==> src/rtl/core/mkcr_pkg.sv <==
// Shared types and constants for the matrix key change reporter.
`timescale 1ns / 1ps

package mkcr_pkg;

    // Matrix geometry
    localparam int SIDE        = 8;
    localparam int SIDE_W      = 3;
    localparam int MATRIX_KEYS = 64;
    localparam int KEY_W       = 6;

    // Result field widths
    localparam int KEY_CODE_W  = 24;
    localparam int OUT_TDATA_W = 32;
    localparam int IN_TDATA_W  = 192;

    // Configuration register indexes
    localparam logic CFG_ROWS = 1'b0;
    localparam logic CFG_COLS = 1'b1;

    // Item kinds on tuser
    localparam logic ACT_SCAN = 1'b0;
    localparam logic ACT_LOAD = 1'b1;

    // One change event on its way to the output
    typedef struct packed {
        logic              pressed;
        logic [SIDE_W-1:0] row;
        logic [SIDE_W-1:0] col;
        logic              last;
    } t_evt;

endpackage

==> src/rtl/core/mkcr_vmem.sv <==
// Synchronous single-port-read memory with per-entry valid bits cleared at reset.
`timescale 1ns / 1ps

module mkcr_vmem #(
    parameter int W = 8,
    parameter int A = 3
) (
    input  logic         i_clk,
    input  logic         i_rst_n,
    input  logic         i_rd_en,
    input  logic [A-1:0] i_rd_addr,
    output logic [W-1:0] o_rd_data,
    input  logic         i_wr_en,
    input  logic [A-1:0] i_wr_addr,
    input  logic [W-1:0] i_wr_data
);

    localparam int DEPTH = 2 ** A;

    logic [W-1:0]     r_mem [DEPTH];
    logic [DEPTH-1:0] r_vld;
    logic [W-1:0]     r_q;
    logic             r_q_vld;

    // Storage array and registered read
    always_ff @(posedge i_clk) begin
        if (i_wr_en) begin
            r_mem[i_wr_addr] <= i_wr_data;
        end
        if (i_rd_en) begin
            r_q <= r_mem[i_rd_addr];
        end
    end

    // Valid bits: an unwritten entry reads as zero
    always_ff @(posedge i_clk) begin
        if (!i_rst_n) begin
            r_vld   <= '0;
            r_q_vld <= 1'b0;
        end else begin
            if (i_wr_en) begin
                r_vld[i_wr_addr] <= 1'b1;
            end
            if (i_rd_en) begin
                r_q_vld <= r_vld[i_rd_addr];
            end
        end
    end

    assign o_rd_data = r_q_vld ? r_q : '0;

endmodule

==> src/rtl/core/mkcr_evt_out.sv <==
// Event output stage: pending slot waiting for keycode data, then output register.
`timescale 1ns / 1ps

module mkcr_evt_out
    import mkcr_pkg::*;
(
    input  logic                   i_clk,
    input  logic                   i_rst_n,
    input  logic                   i_issue_v,
    input  t_evt                   i_issue,
    input  logic [KEY_CODE_W-1:0]  i_code,
    output logic                   o_can_issue,
    output logic                   m_axis_tvalid,
    input  logic                   m_axis_tready,
    // key_code[23:0], pressed[24], row_index[27:25], col_index[30:28], zero[31]
    output logic [OUT_TDATA_W-1:0] m_axis_tdata,
    output logic                   m_axis_tlast
);

    logic                   r_pend_v;
    t_evt                   r_pend;
    logic                   r_out_v;
    logic [OUT_TDATA_W-1:0] r_out_data;
    logic                   r_out_last;
    logic                   out_free;
    logic                   pend_move;

    assign out_free    = !r_out_v || m_axis_tready;
    assign pend_move   = r_pend_v && out_free;
    assign o_can_issue = !r_pend_v || pend_move;

    // Pending slot: the keycode read is in flight for this event
    always_ff @(posedge i_clk) begin
        if (!i_rst_n) begin
            r_pend_v <= 1'b0;
        end else if (i_issue_v) begin
            r_pend_v <= 1'b1;
        end else if (pend_move) begin
            r_pend_v <= 1'b0;
        end
    end

    always_ff @(posedge i_clk) begin
        if (i_issue_v) begin
            r_pend <= i_issue;
        end
    end

    // Output register: hold the beat until it is taken
    always_ff @(posedge i_clk) begin
        if (!i_rst_n) begin
            r_out_v <= 1'b0;
        end else if (pend_move) begin
            r_out_v <= 1'b1;
        end else if (m_axis_tready) begin
            r_out_v <= 1'b0;
        end
    end

    always_ff @(posedge i_clk) begin
        if (pend_move) begin
            r_out_data <= {1'b0, r_pend.col, r_pend.row, r_pend.pressed, i_code};
            r_out_last <= r_pend.last;
        end
    end

    assign m_axis_tvalid = r_out_v;
    assign m_axis_tdata  = r_out_data;
    assign m_axis_tlast  = r_out_last;

    // Checks
    a_no_overrun: assert property (@(posedge i_clk) disable iff (!i_rst_n)
        i_issue_v |-> o_can_issue)
        else $error("event issued while pending slot busy");

    a_pend_held: assert property (@(posedge i_clk) disable iff (!i_rst_n)
        (r_pend_v && !out_free) |=> (r_pend_v && $stable(r_pend)))
        else $error("pending event lost while output stalled");

endmodule

==> src/rtl/core/matrix_key_change_reporter_unit.sv <==
// Top level of the matrix key change reporter: sequencer, key map and keycode table.
`timescale 1ns / 1ps

// Input beats (s_axis) carry either a keycode load (tuser = 1) or a scan
// snapshot (tuser = 0). A load writes one keycode table entry and produces
// no output. A scan builds the new 8x8 pressed map and compares it with
// the stored map column by column, then walks the positions up to the last
// changed key and emits one output beat (m_axis) per changed key inside the
// configured rows and columns, column-major, with tlast on the final one.
// A scan with no change emits nothing.
// A scan first makes a compare pass over the key map memory, one column per
// cycle, then steps through the positions, pausing while the output stage
// is full, and closes the walk; tready stays low throughout. Each output
// beat takes its keycode from the registered table read as its event moves
// from the pending slot into the output register.
// tready is high only between items.
// A stalled receiver stops the walk once one event waits in the output
// register and one in the pending slot; nothing is dropped.
// Reset clears the key map and keycode table through valid bits at once
// and sets both row and column counts to 8. Configuration writes are
// taken in any cycle but belong between items.
module matrix_key_change_reporter_unit
    import mkcr_pkg::*;
#(
    parameter int KEYCODE_WIDTH = 24
) (
    input  logic                   i_clk,
    input  logic                   i_rst_n,
    input  logic                   i_cfg_we,
    input  logic                   i_cfg_index,
    input  logic [3:0]             i_cfg_data,
    input  logic                   s_axis_tvalid,
    output logic                   s_axis_tready,
    // scan_status_word[31:0], multi_word_0[63:32], multi_word_1[95:64],
    // multi_word_2[127:96], multi_word_3[159:128], map_entry[191:160]
    input  logic [IN_TDATA_W-1:0]  s_axis_tdata,
    // action[0]
    input  logic                   s_axis_tuser,
    output logic                   m_axis_tvalid,
    input  logic                   m_axis_tready,
    // key_code[23:0], pressed[24], row_index[27:25], col_index[30:28], zero[31]
    output logic [OUT_TDATA_W-1:0] m_axis_tdata,
    output logic                   m_axis_tlast
);

    localparam logic [1:0] S_IDLE = 2'd0;
    localparam logic [1:0] S_COLS = 2'd1;
    localparam logic [1:0] S_EVT  = 2'd2;

    // Configuration
    logic [3:0] r_rows;
    logic [3:0] r_cols;
    logic [3:0] nrows;
    logic [3:0] ncols;

    // Sequencer
    logic [1:0]             r_state;
    logic [3:0]             r_col;
    logic                   r_rd_v;
    logic [SIDE_W-1:0]      r_rd_col;
    logic [KEY_W-1:0]       r_pos;
    logic [KEY_W:0]         r_cnt;
    logic [MATRIX_KEYS-1:0] r_next;
    logic [MATRIX_KEYS-1:0] r_chg;

    logic                   accept;
    logic                   load_wr;
    logic [MATRIX_KEYS-1:0] next_map;
    logic [31:0]            status;
    logic [31:0]            entry;
    logic [4:0]             key_count;
    logic [SIDE-1:0]        row_mask;
    logic [SIDE-1:0]        state_q;
    logic [SIDE-1:0]        chg_col;
    logic [3:0]             chg_pop;
    logic                   evt_issue;
    t_evt                   evt;
    logic                   can_issue;
    logic [KEYCODE_WIDTH-1:0] code_q;
    logic [KEY_CODE_W-1:0]  code_ext;

    assign accept        = s_axis_tvalid && s_axis_tready;
    assign s_axis_tready = (r_state == S_IDLE);
    assign status        = s_axis_tdata[31:0];
    assign entry         = s_axis_tdata[191:160];
    assign key_count     = status[30:26];

    // Configuration registers, counts above 8 clamp to 8
    always_ff @(posedge i_clk) begin
        if (!i_rst_n) begin
            r_rows <= 4'd8;
            r_cols <= 4'd8;
        end else if (i_cfg_we) begin
            unique case (i_cfg_index)
                CFG_ROWS: r_rows <= i_cfg_data;
                CFG_COLS: r_cols <= i_cfg_data;
                default:  r_rows <= r_rows;
            endcase
        end
    end

    assign nrows = (r_rows > 4'd8) ? 4'd8 : r_rows;
    assign ncols = (r_cols > 4'd8) ? 4'd8 : r_cols;

    always_comb begin
        for (int r = 0; r < SIDE; r++) begin
            row_mask[r] = (4'(r) < nrows);
        end
    end

    // Build the new pressed map, flat index col*8 + row
    always_comb begin
        next_map = '0;
        if (key_count == 5'd1) begin
            if ((status[3:0] < ncols) && (status[7:4] < nrows)) begin
                next_map[{status[2:0], status[6:4]}] = 1'b1;
            end
        end else if (key_count > 5'd1) begin
            for (int c = 0; c < SIDE; c++) begin
                next_map[c*SIDE +: SIDE] = s_axis_tdata[32 + (c/2)*32 + (c%2)*16 +: SIDE];
            end
        end
    end

    // Keycode load: ignore entries outside the matrix
    assign load_wr = accept && (s_axis_tuser == ACT_LOAD) && !entry[31] && !entry[27];

    // Compare one stored column with the new map
    always_comb begin
        chg_col = (state_q ^ r_next[{r_rd_col, 3'b000} +: SIDE]) & row_mask;
        if ({1'b0, r_rd_col} >= ncols) begin
            chg_col = '0;
        end
        chg_pop = '0;
        for (int r = 0; r < SIDE; r++) begin
            chg_pop = chg_pop + {3'b000, chg_col[r]};
        end
    end

    // Event issue during the walk
    assign evt_issue   = (r_state == S_EVT) && (r_cnt != '0) && r_chg[r_pos] && can_issue;
    assign evt.pressed = r_next[r_pos];
    assign evt.row     = r_pos[2:0];
    assign evt.col     = r_pos[5:3];
    assign evt.last    = (r_cnt == 7'd1);

    // Sequencer control
    always_ff @(posedge i_clk) begin
        if (!i_rst_n) begin
            r_state <= S_IDLE;
            r_rd_v  <= 1'b0;
        end else begin
            r_rd_v <= (r_state == S_COLS) && !r_col[3];
            unique case (r_state)
                S_IDLE: begin
                    if (accept && (s_axis_tuser == ACT_SCAN)) begin
                        r_state <= S_COLS;
                    end
                end
                S_COLS: begin
                    if (r_col[3]) begin
                        r_state <= S_EVT;
                    end
                end
                S_EVT: begin
                    if (r_cnt == '0) begin
                        r_state <= S_IDLE;
                    end
                end
                default: r_state <= S_IDLE;
            endcase
        end
    end

    // Sequencer datapath
    always_ff @(posedge i_clk) begin
        r_rd_col <= r_col[2:0];
        if (accept) begin
            r_next <= next_map;
            r_col  <= '0;
            r_cnt  <= '0;
            r_pos  <= '0;
        end else begin
            if ((r_state == S_COLS) && !r_col[3]) begin
                r_col <= r_col + 4'd1;
            end
            if (r_rd_v) begin
                r_chg[{r_rd_col, 3'b000} +: SIDE] <= chg_col;
                r_cnt <= r_cnt + {3'b000, chg_pop};
            end
            if ((r_state == S_EVT) && (r_cnt != '0)) begin
                if (!r_chg[r_pos]) begin
                    r_pos <= r_pos + 6'd1;
                end else if (can_issue) begin
                    r_pos <= r_pos + 6'd1;
                    r_cnt <= r_cnt - 7'd1;
                end
            end
        end
    end

    // Stored pressed map, one row mask per column
    mkcr_vmem #(
        .W (SIDE),
        .A (SIDE_W)
    ) u_state_mem (
        .i_clk     (i_clk),
        .i_rst_n   (i_rst_n),
        .i_rd_en   ((r_state == S_COLS) && !r_col[3]),
        .i_rd_addr (r_col[2:0]),
        .o_rd_data (state_q),
        .i_wr_en   (r_rd_v),
        .i_wr_addr (r_rd_col),
        .i_wr_data (r_next[{r_rd_col, 3'b000} +: SIDE])
    );

    // Keycode table, address row*8 + column
    mkcr_vmem #(
        .W (KEYCODE_WIDTH),
        .A (KEY_W)
    ) u_code_mem (
        .i_clk     (i_clk),
        .i_rst_n   (i_rst_n),
        .i_rd_en   (evt_issue),
        .i_rd_addr ({r_pos[2:0], r_pos[5:3]}),
        .o_rd_data (code_q),
        .i_wr_en   (load_wr),
        .i_wr_addr ({entry[30:28], entry[26:24]}),
        .i_wr_data (entry[KEYCODE_WIDTH-1:0])
    );

    always_comb begin
        code_ext                      = '0;
        code_ext[KEYCODE_WIDTH-1:0]   = code_q;
    end

    mkcr_evt_out u_evt_out (
        .i_clk         (i_clk),
        .i_rst_n       (i_rst_n),
        .i_issue_v     (evt_issue),
        .i_issue       (evt),
        .i_code        (code_ext),
        .o_can_issue   (can_issue),
        .m_axis_tvalid (m_axis_tvalid),
        .m_axis_tready (m_axis_tready),
        .m_axis_tdata  (m_axis_tdata),
        .m_axis_tlast  (m_axis_tlast)
    );

    // Checks
    a_walk_ends: assert property (@(posedge i_clk) disable iff (!i_rst_n)
        ((r_state == S_EVT) && (r_cnt == '0)) |=> (r_state == S_IDLE))
        else $error("walk did not end after the final event");

    a_last_drains: assert property (@(posedge i_clk) disable iff (!i_rst_n)
        (evt_issue && evt.last) |=> (r_cnt == '0))
        else $error("events remain after the last one was issued");

endmodule

==> config.mk <==
export PLATFORM = sky130hd
export DESIGN_NAME = matrix_key_change_reporter_unit
export DESIGN_NICKNAME = d
export VERILOG_FILES = /design/src/rtl/core/mkcr_pkg.sv /design/src/rtl/core/mkcr_vmem.sv /design/src/rtl/core/mkcr_evt_out.sv /design/src/rtl/core/matrix_key_change_reporter_unit.sv
export SDC_FILE = /design/constraint.sdc
export NUM_CORES = 2
export LEC_CHECK = 0
export BUFFER_PORTS_ARGS = -buffer_cell sky130_fd_sc_hd__buf_4
export CORE_MARGIN = 4
export CORE_UTILIZATION = 65
export CTS_BUF_LIST = sky130_fd_sc_hd__clkbuf_4
export DETAILED_ROUTE_END_ITERATION = 12
export GPL_TIMING_DRIVEN = 0
export PLACE_DENSITY_LB_ADDON = 0.1
export SLEW_MARGIN = 10
export SYNTH_ARGS = -nofsm -noshare
export SYNTH_HDL_FRONTEND = slang
export SYNTH_HIERARCHICAL = 1
export SYNTH_SLANG_ARGS = --single-unit
==> constraint.sdc <==
create_clock -name i_clk -period 18 [get_ports i_clk]
set_clock_uncertainty 0.05 [all_clocks]
set_input_delay 2.7 -clock i_clk [delete_from_list [all_inputs] [get_ports i_clk]]
set_output_delay 2.7 -clock i_clk [all_outputs]
set_load 0.02 [all_outputs]
==> summary.md <==
| Metric | Value |
|---|---|
| Sum Neg Setup Slack | `0 ns` |
| Clock Latency Late Sink | `1.33 ns` |
| Post-synthesis cell count | `3452` |
| Starting density of the core | `65.56%` |
| Crit path top cell by count | `fa_1` |
| Clock transition at path regs | `0.07 ns` |
| Yosys warning total | `6` |
| Port bufs | `152` |
| Synth unique cells | `71` |
| Pin count of the biggest net entering global routing | `67` |
| Final period utilization | `41.97%` |
| I/O Pins | `238` |
| Vias in the first global route | `40810` |
| Max VDD drop | `0.00009232 V` |
| Max stage delay on crit path | `0.82 ns` |
| Crit. End Element | `flop` |
| CTS tree | `yes` |
| Worst hold path class | `flop to flop` |
| Post-DP HPWL | `127900 um` |
| Arrival time at the worst endpoint | `8.64 ns` |
| CTS max path bufs | `4` |
| H-tree level count | `5` |
| Antenna viol nets, final | `0` |
| Crit-path leading delay family | `adder cells` |
| Synth area leaders | `edfxtp_1 72%, mux4_2 17%, dfxtp_1 2.9%` |
| Crit path time final | `7.554 ns` |
| Placed cells | `5191` |
| Gr usage total | `32.23%` |
| Async SR Flop Fraction | `0%` |
| Lkg Pwr | `0.02727 uW` |
| Hold Buf Count CTS | `0` |
| Final Power | `8621 uW` |
| Initial DRC Count | `5058` |
| Fin nets | `4375` |
| Most frequent cells in the layout | `1800 x edfxtp_1, 670 x clkbuf_4, 553 x mux4_2` |
| Dominant synthesized flop cell | `edfxtp_1` |
| Critical path startpoint category | `flop` |
| Routed WL | `190600 um` |
| Rel. slew slack | `17.83%` |
| Req. time, crit path | `19.09 ns` |
| TritonCTS Buffers | `462` |
| CP bufs+invs | `5` |
| RSZ-0062 raised after global routing | `no` |
| Avg Cell Area, Syn | `21.72 um2` |
| Vias per cell | `6.637` |
| Pins Over Slew Limit | `0` |
| Max frequency | `0.1324 GHz` |
| Synth Cell Area | `74970 um2` |
| Cells along the critical path | `buf_2 > buf_2 > inv_1 > ha_1 > nand2b_1 > a21oi_1 > nor2b_1 > o21ai_1 > nand3_1 > fa_1 > inv_1 > fa_1 > fa_1 > inv_1 > fa_1 > fa_1 > nor2b_1 > o21a_1 > o21a_1 > mux2_4 > mux2_4` |
| MaxCap Viol Count | `0` |
| Drt drc | `0` |
| Die Wd | `347.6 um` |
| Wire per inst | `31.70 um` |
| # Post-CTS Setup Buffers | `0` |
| Post-Syn Nets | `3684` |
| Count of non-filler cells in the finished layout | `6012` |
| Synthesized flop and latch total | `1907` |
| Crit Path Class | `flop to flop` |
| Via count | `39900` |
| P&R area growth vs syn | `14.69%` |
| Register area share after synthesis | `74.96%` |
| Top cell type's share of synthesized area | `72.10%` |
| CP max stage cell | `fa_1` |
| Final Setup Violations | `0` |
| Fin. Hold Viols | `0` |
| Initial antenna violation count | `10` |
| Run status | `finished clean` |
| Worst-path maximum fanout | `10` |
| Row cnt | `124` |
| Die area | `120800 um2` |
| Core ar. | `114300 um2` |
| GP Congestion | `0.9334` |
| Worst-Margin Slew | `1.233 ns` |
| Power Density | `100.3 nW/um2` |
| Post-synth EDFFs | `1800` |
| # resized after CTS | `0` |
| GRT overflow | `0` |
| Area leader, netlist | `edfxtp_1` |
| Clock root buffer | `clkbuf_4` |
| First drt pass iteration count | `5` |
| Clk sinks | `1907` |
| Global-route wire length before repair | `277000 um` |
| Layout cells sized above 1 | `37.28%` |
| Die Ht | `347.6 um` |
| Most common cell after layout, fill and taps aside | `edfxtp_1` |
logic make-up (layout without fill, tap and decap cells):
group	Yosys count	in the layout	synth area share, %
other	1	13	0.005002
XOR/XNOR	10	10	0.1168
flip-flops	1907	1907	74.96
buffers and inverters	204	1240	1.267
AO/OA/AOI/OAI	216	216	2.108
multiplexers	644	644	18.20
AND/OR/NAND/NOR	441	441	2.811
adder cells (fa/ha/maj)	29	29	0.5341
synth_stat cells, types with 10 or more instances:
cell / instances
buf_4: 10
nand2_1: 108
nor2_1: 161
nor3_1: 12
mux2_2: 32
a22o_1: 43
clkbuf_1: 81
mux4_1: 14
nand2b_1: 16
edfxtp_1: 1800
and2_1: 41
o21ai_0: 41
mux4_2: 553
o21a_1: 77
mux2i_1: 42
nand3_1: 28
inv_1: 23
ha_1: 24
buf_1: 26
nor2b_1: 21
dfxtp_1: 107
buf_2: 52
cell type report:
| cell class | count | area, um2 |
|---|---|---|
| Antenna cell | 12 | 30.03 |
| Buffer | 179 | 858.3 |
| Multi-Input combinational cell | 1341 | 18320 |
| Fill cell | 6277 | 28360 |
| Tap cell | 1512 | 1892 |
| Clock inverter | 140 | 725.7 |
| Timing Repair Buffer | 227 | 2839 |
| Inverter | 25 | 96.34 |
| Sequential cell | 1907 | 56190 |
| Clock buffer | 669 | 5022 |
worst paths after layout:
path	start	to	slack, ns	depth (start not counted)
hold / removal	r_col[1]	r_rd_col[1]	0.34	0
setup reg to reg	r_rd_col[0]	r_cnt[4]	10.45	21
hold reg to reg	r_col[1]	r_rd_col[1]	0.34	0
setup / recovery	r_rd_col[0]	r_cnt[4]	10.45	21
metal layers:
| metal | vias to the layer above | routed length (um) | GRT usage, % |
|---|---|---|---|
| met5 | - | 28 | 0 |
| met4 | 4 | 5759 | 11.16 |
| met3 | 320 | 22480 | 8.816 |
| met2 | 2622 | 91080 | 48.99 |
| met1 | 20750 | 71240 | 46.53 |
| li1 | 16200 | - | - |
metrics by stage:
step,hold slack (ns),area (um2),setup WS [ns],utilization [%]
after floorplan,0.3236,74970,11.63,-
after global placement,0.3447,78000,8.315,68.21
after detailed placement,0.3511,80200,10.58,70.14
after CTS,0.3483,85950,10.57,75.17
after global routing,0.3729,85960,10.13,75.18
final,0.3415,85980,10.45,75.19
flip-flops by register name, summed over array words and instances (netlist names), 2 cells and up:
register	count
u_code_mem/r_vld	64
r_rows	4
r_chg	64
r_rd_col	3
u_state_mem/r_q	8
r_next	64
u_evt_out/r_pend	8
r_pos	6
r_col	4
u_code_mem/r_mem	1536
u_state_mem/r_vld	8
u_code_mem/r_q	24
r_cnt	7
r_cols	4
u_evt_out/m_axis_tdata	31
r_state	2
u_state_mem/r_mem	64
power by group:
part,internal (uW),total (uW),switching (uW),leakage [uW]
sequential,4870,4890,14.2,0.0170
combinational,99.3,309,209,0.00679
clock,1790,3420,1640,0.00343
Note: power is estimated with default switching activity, not from simulation.
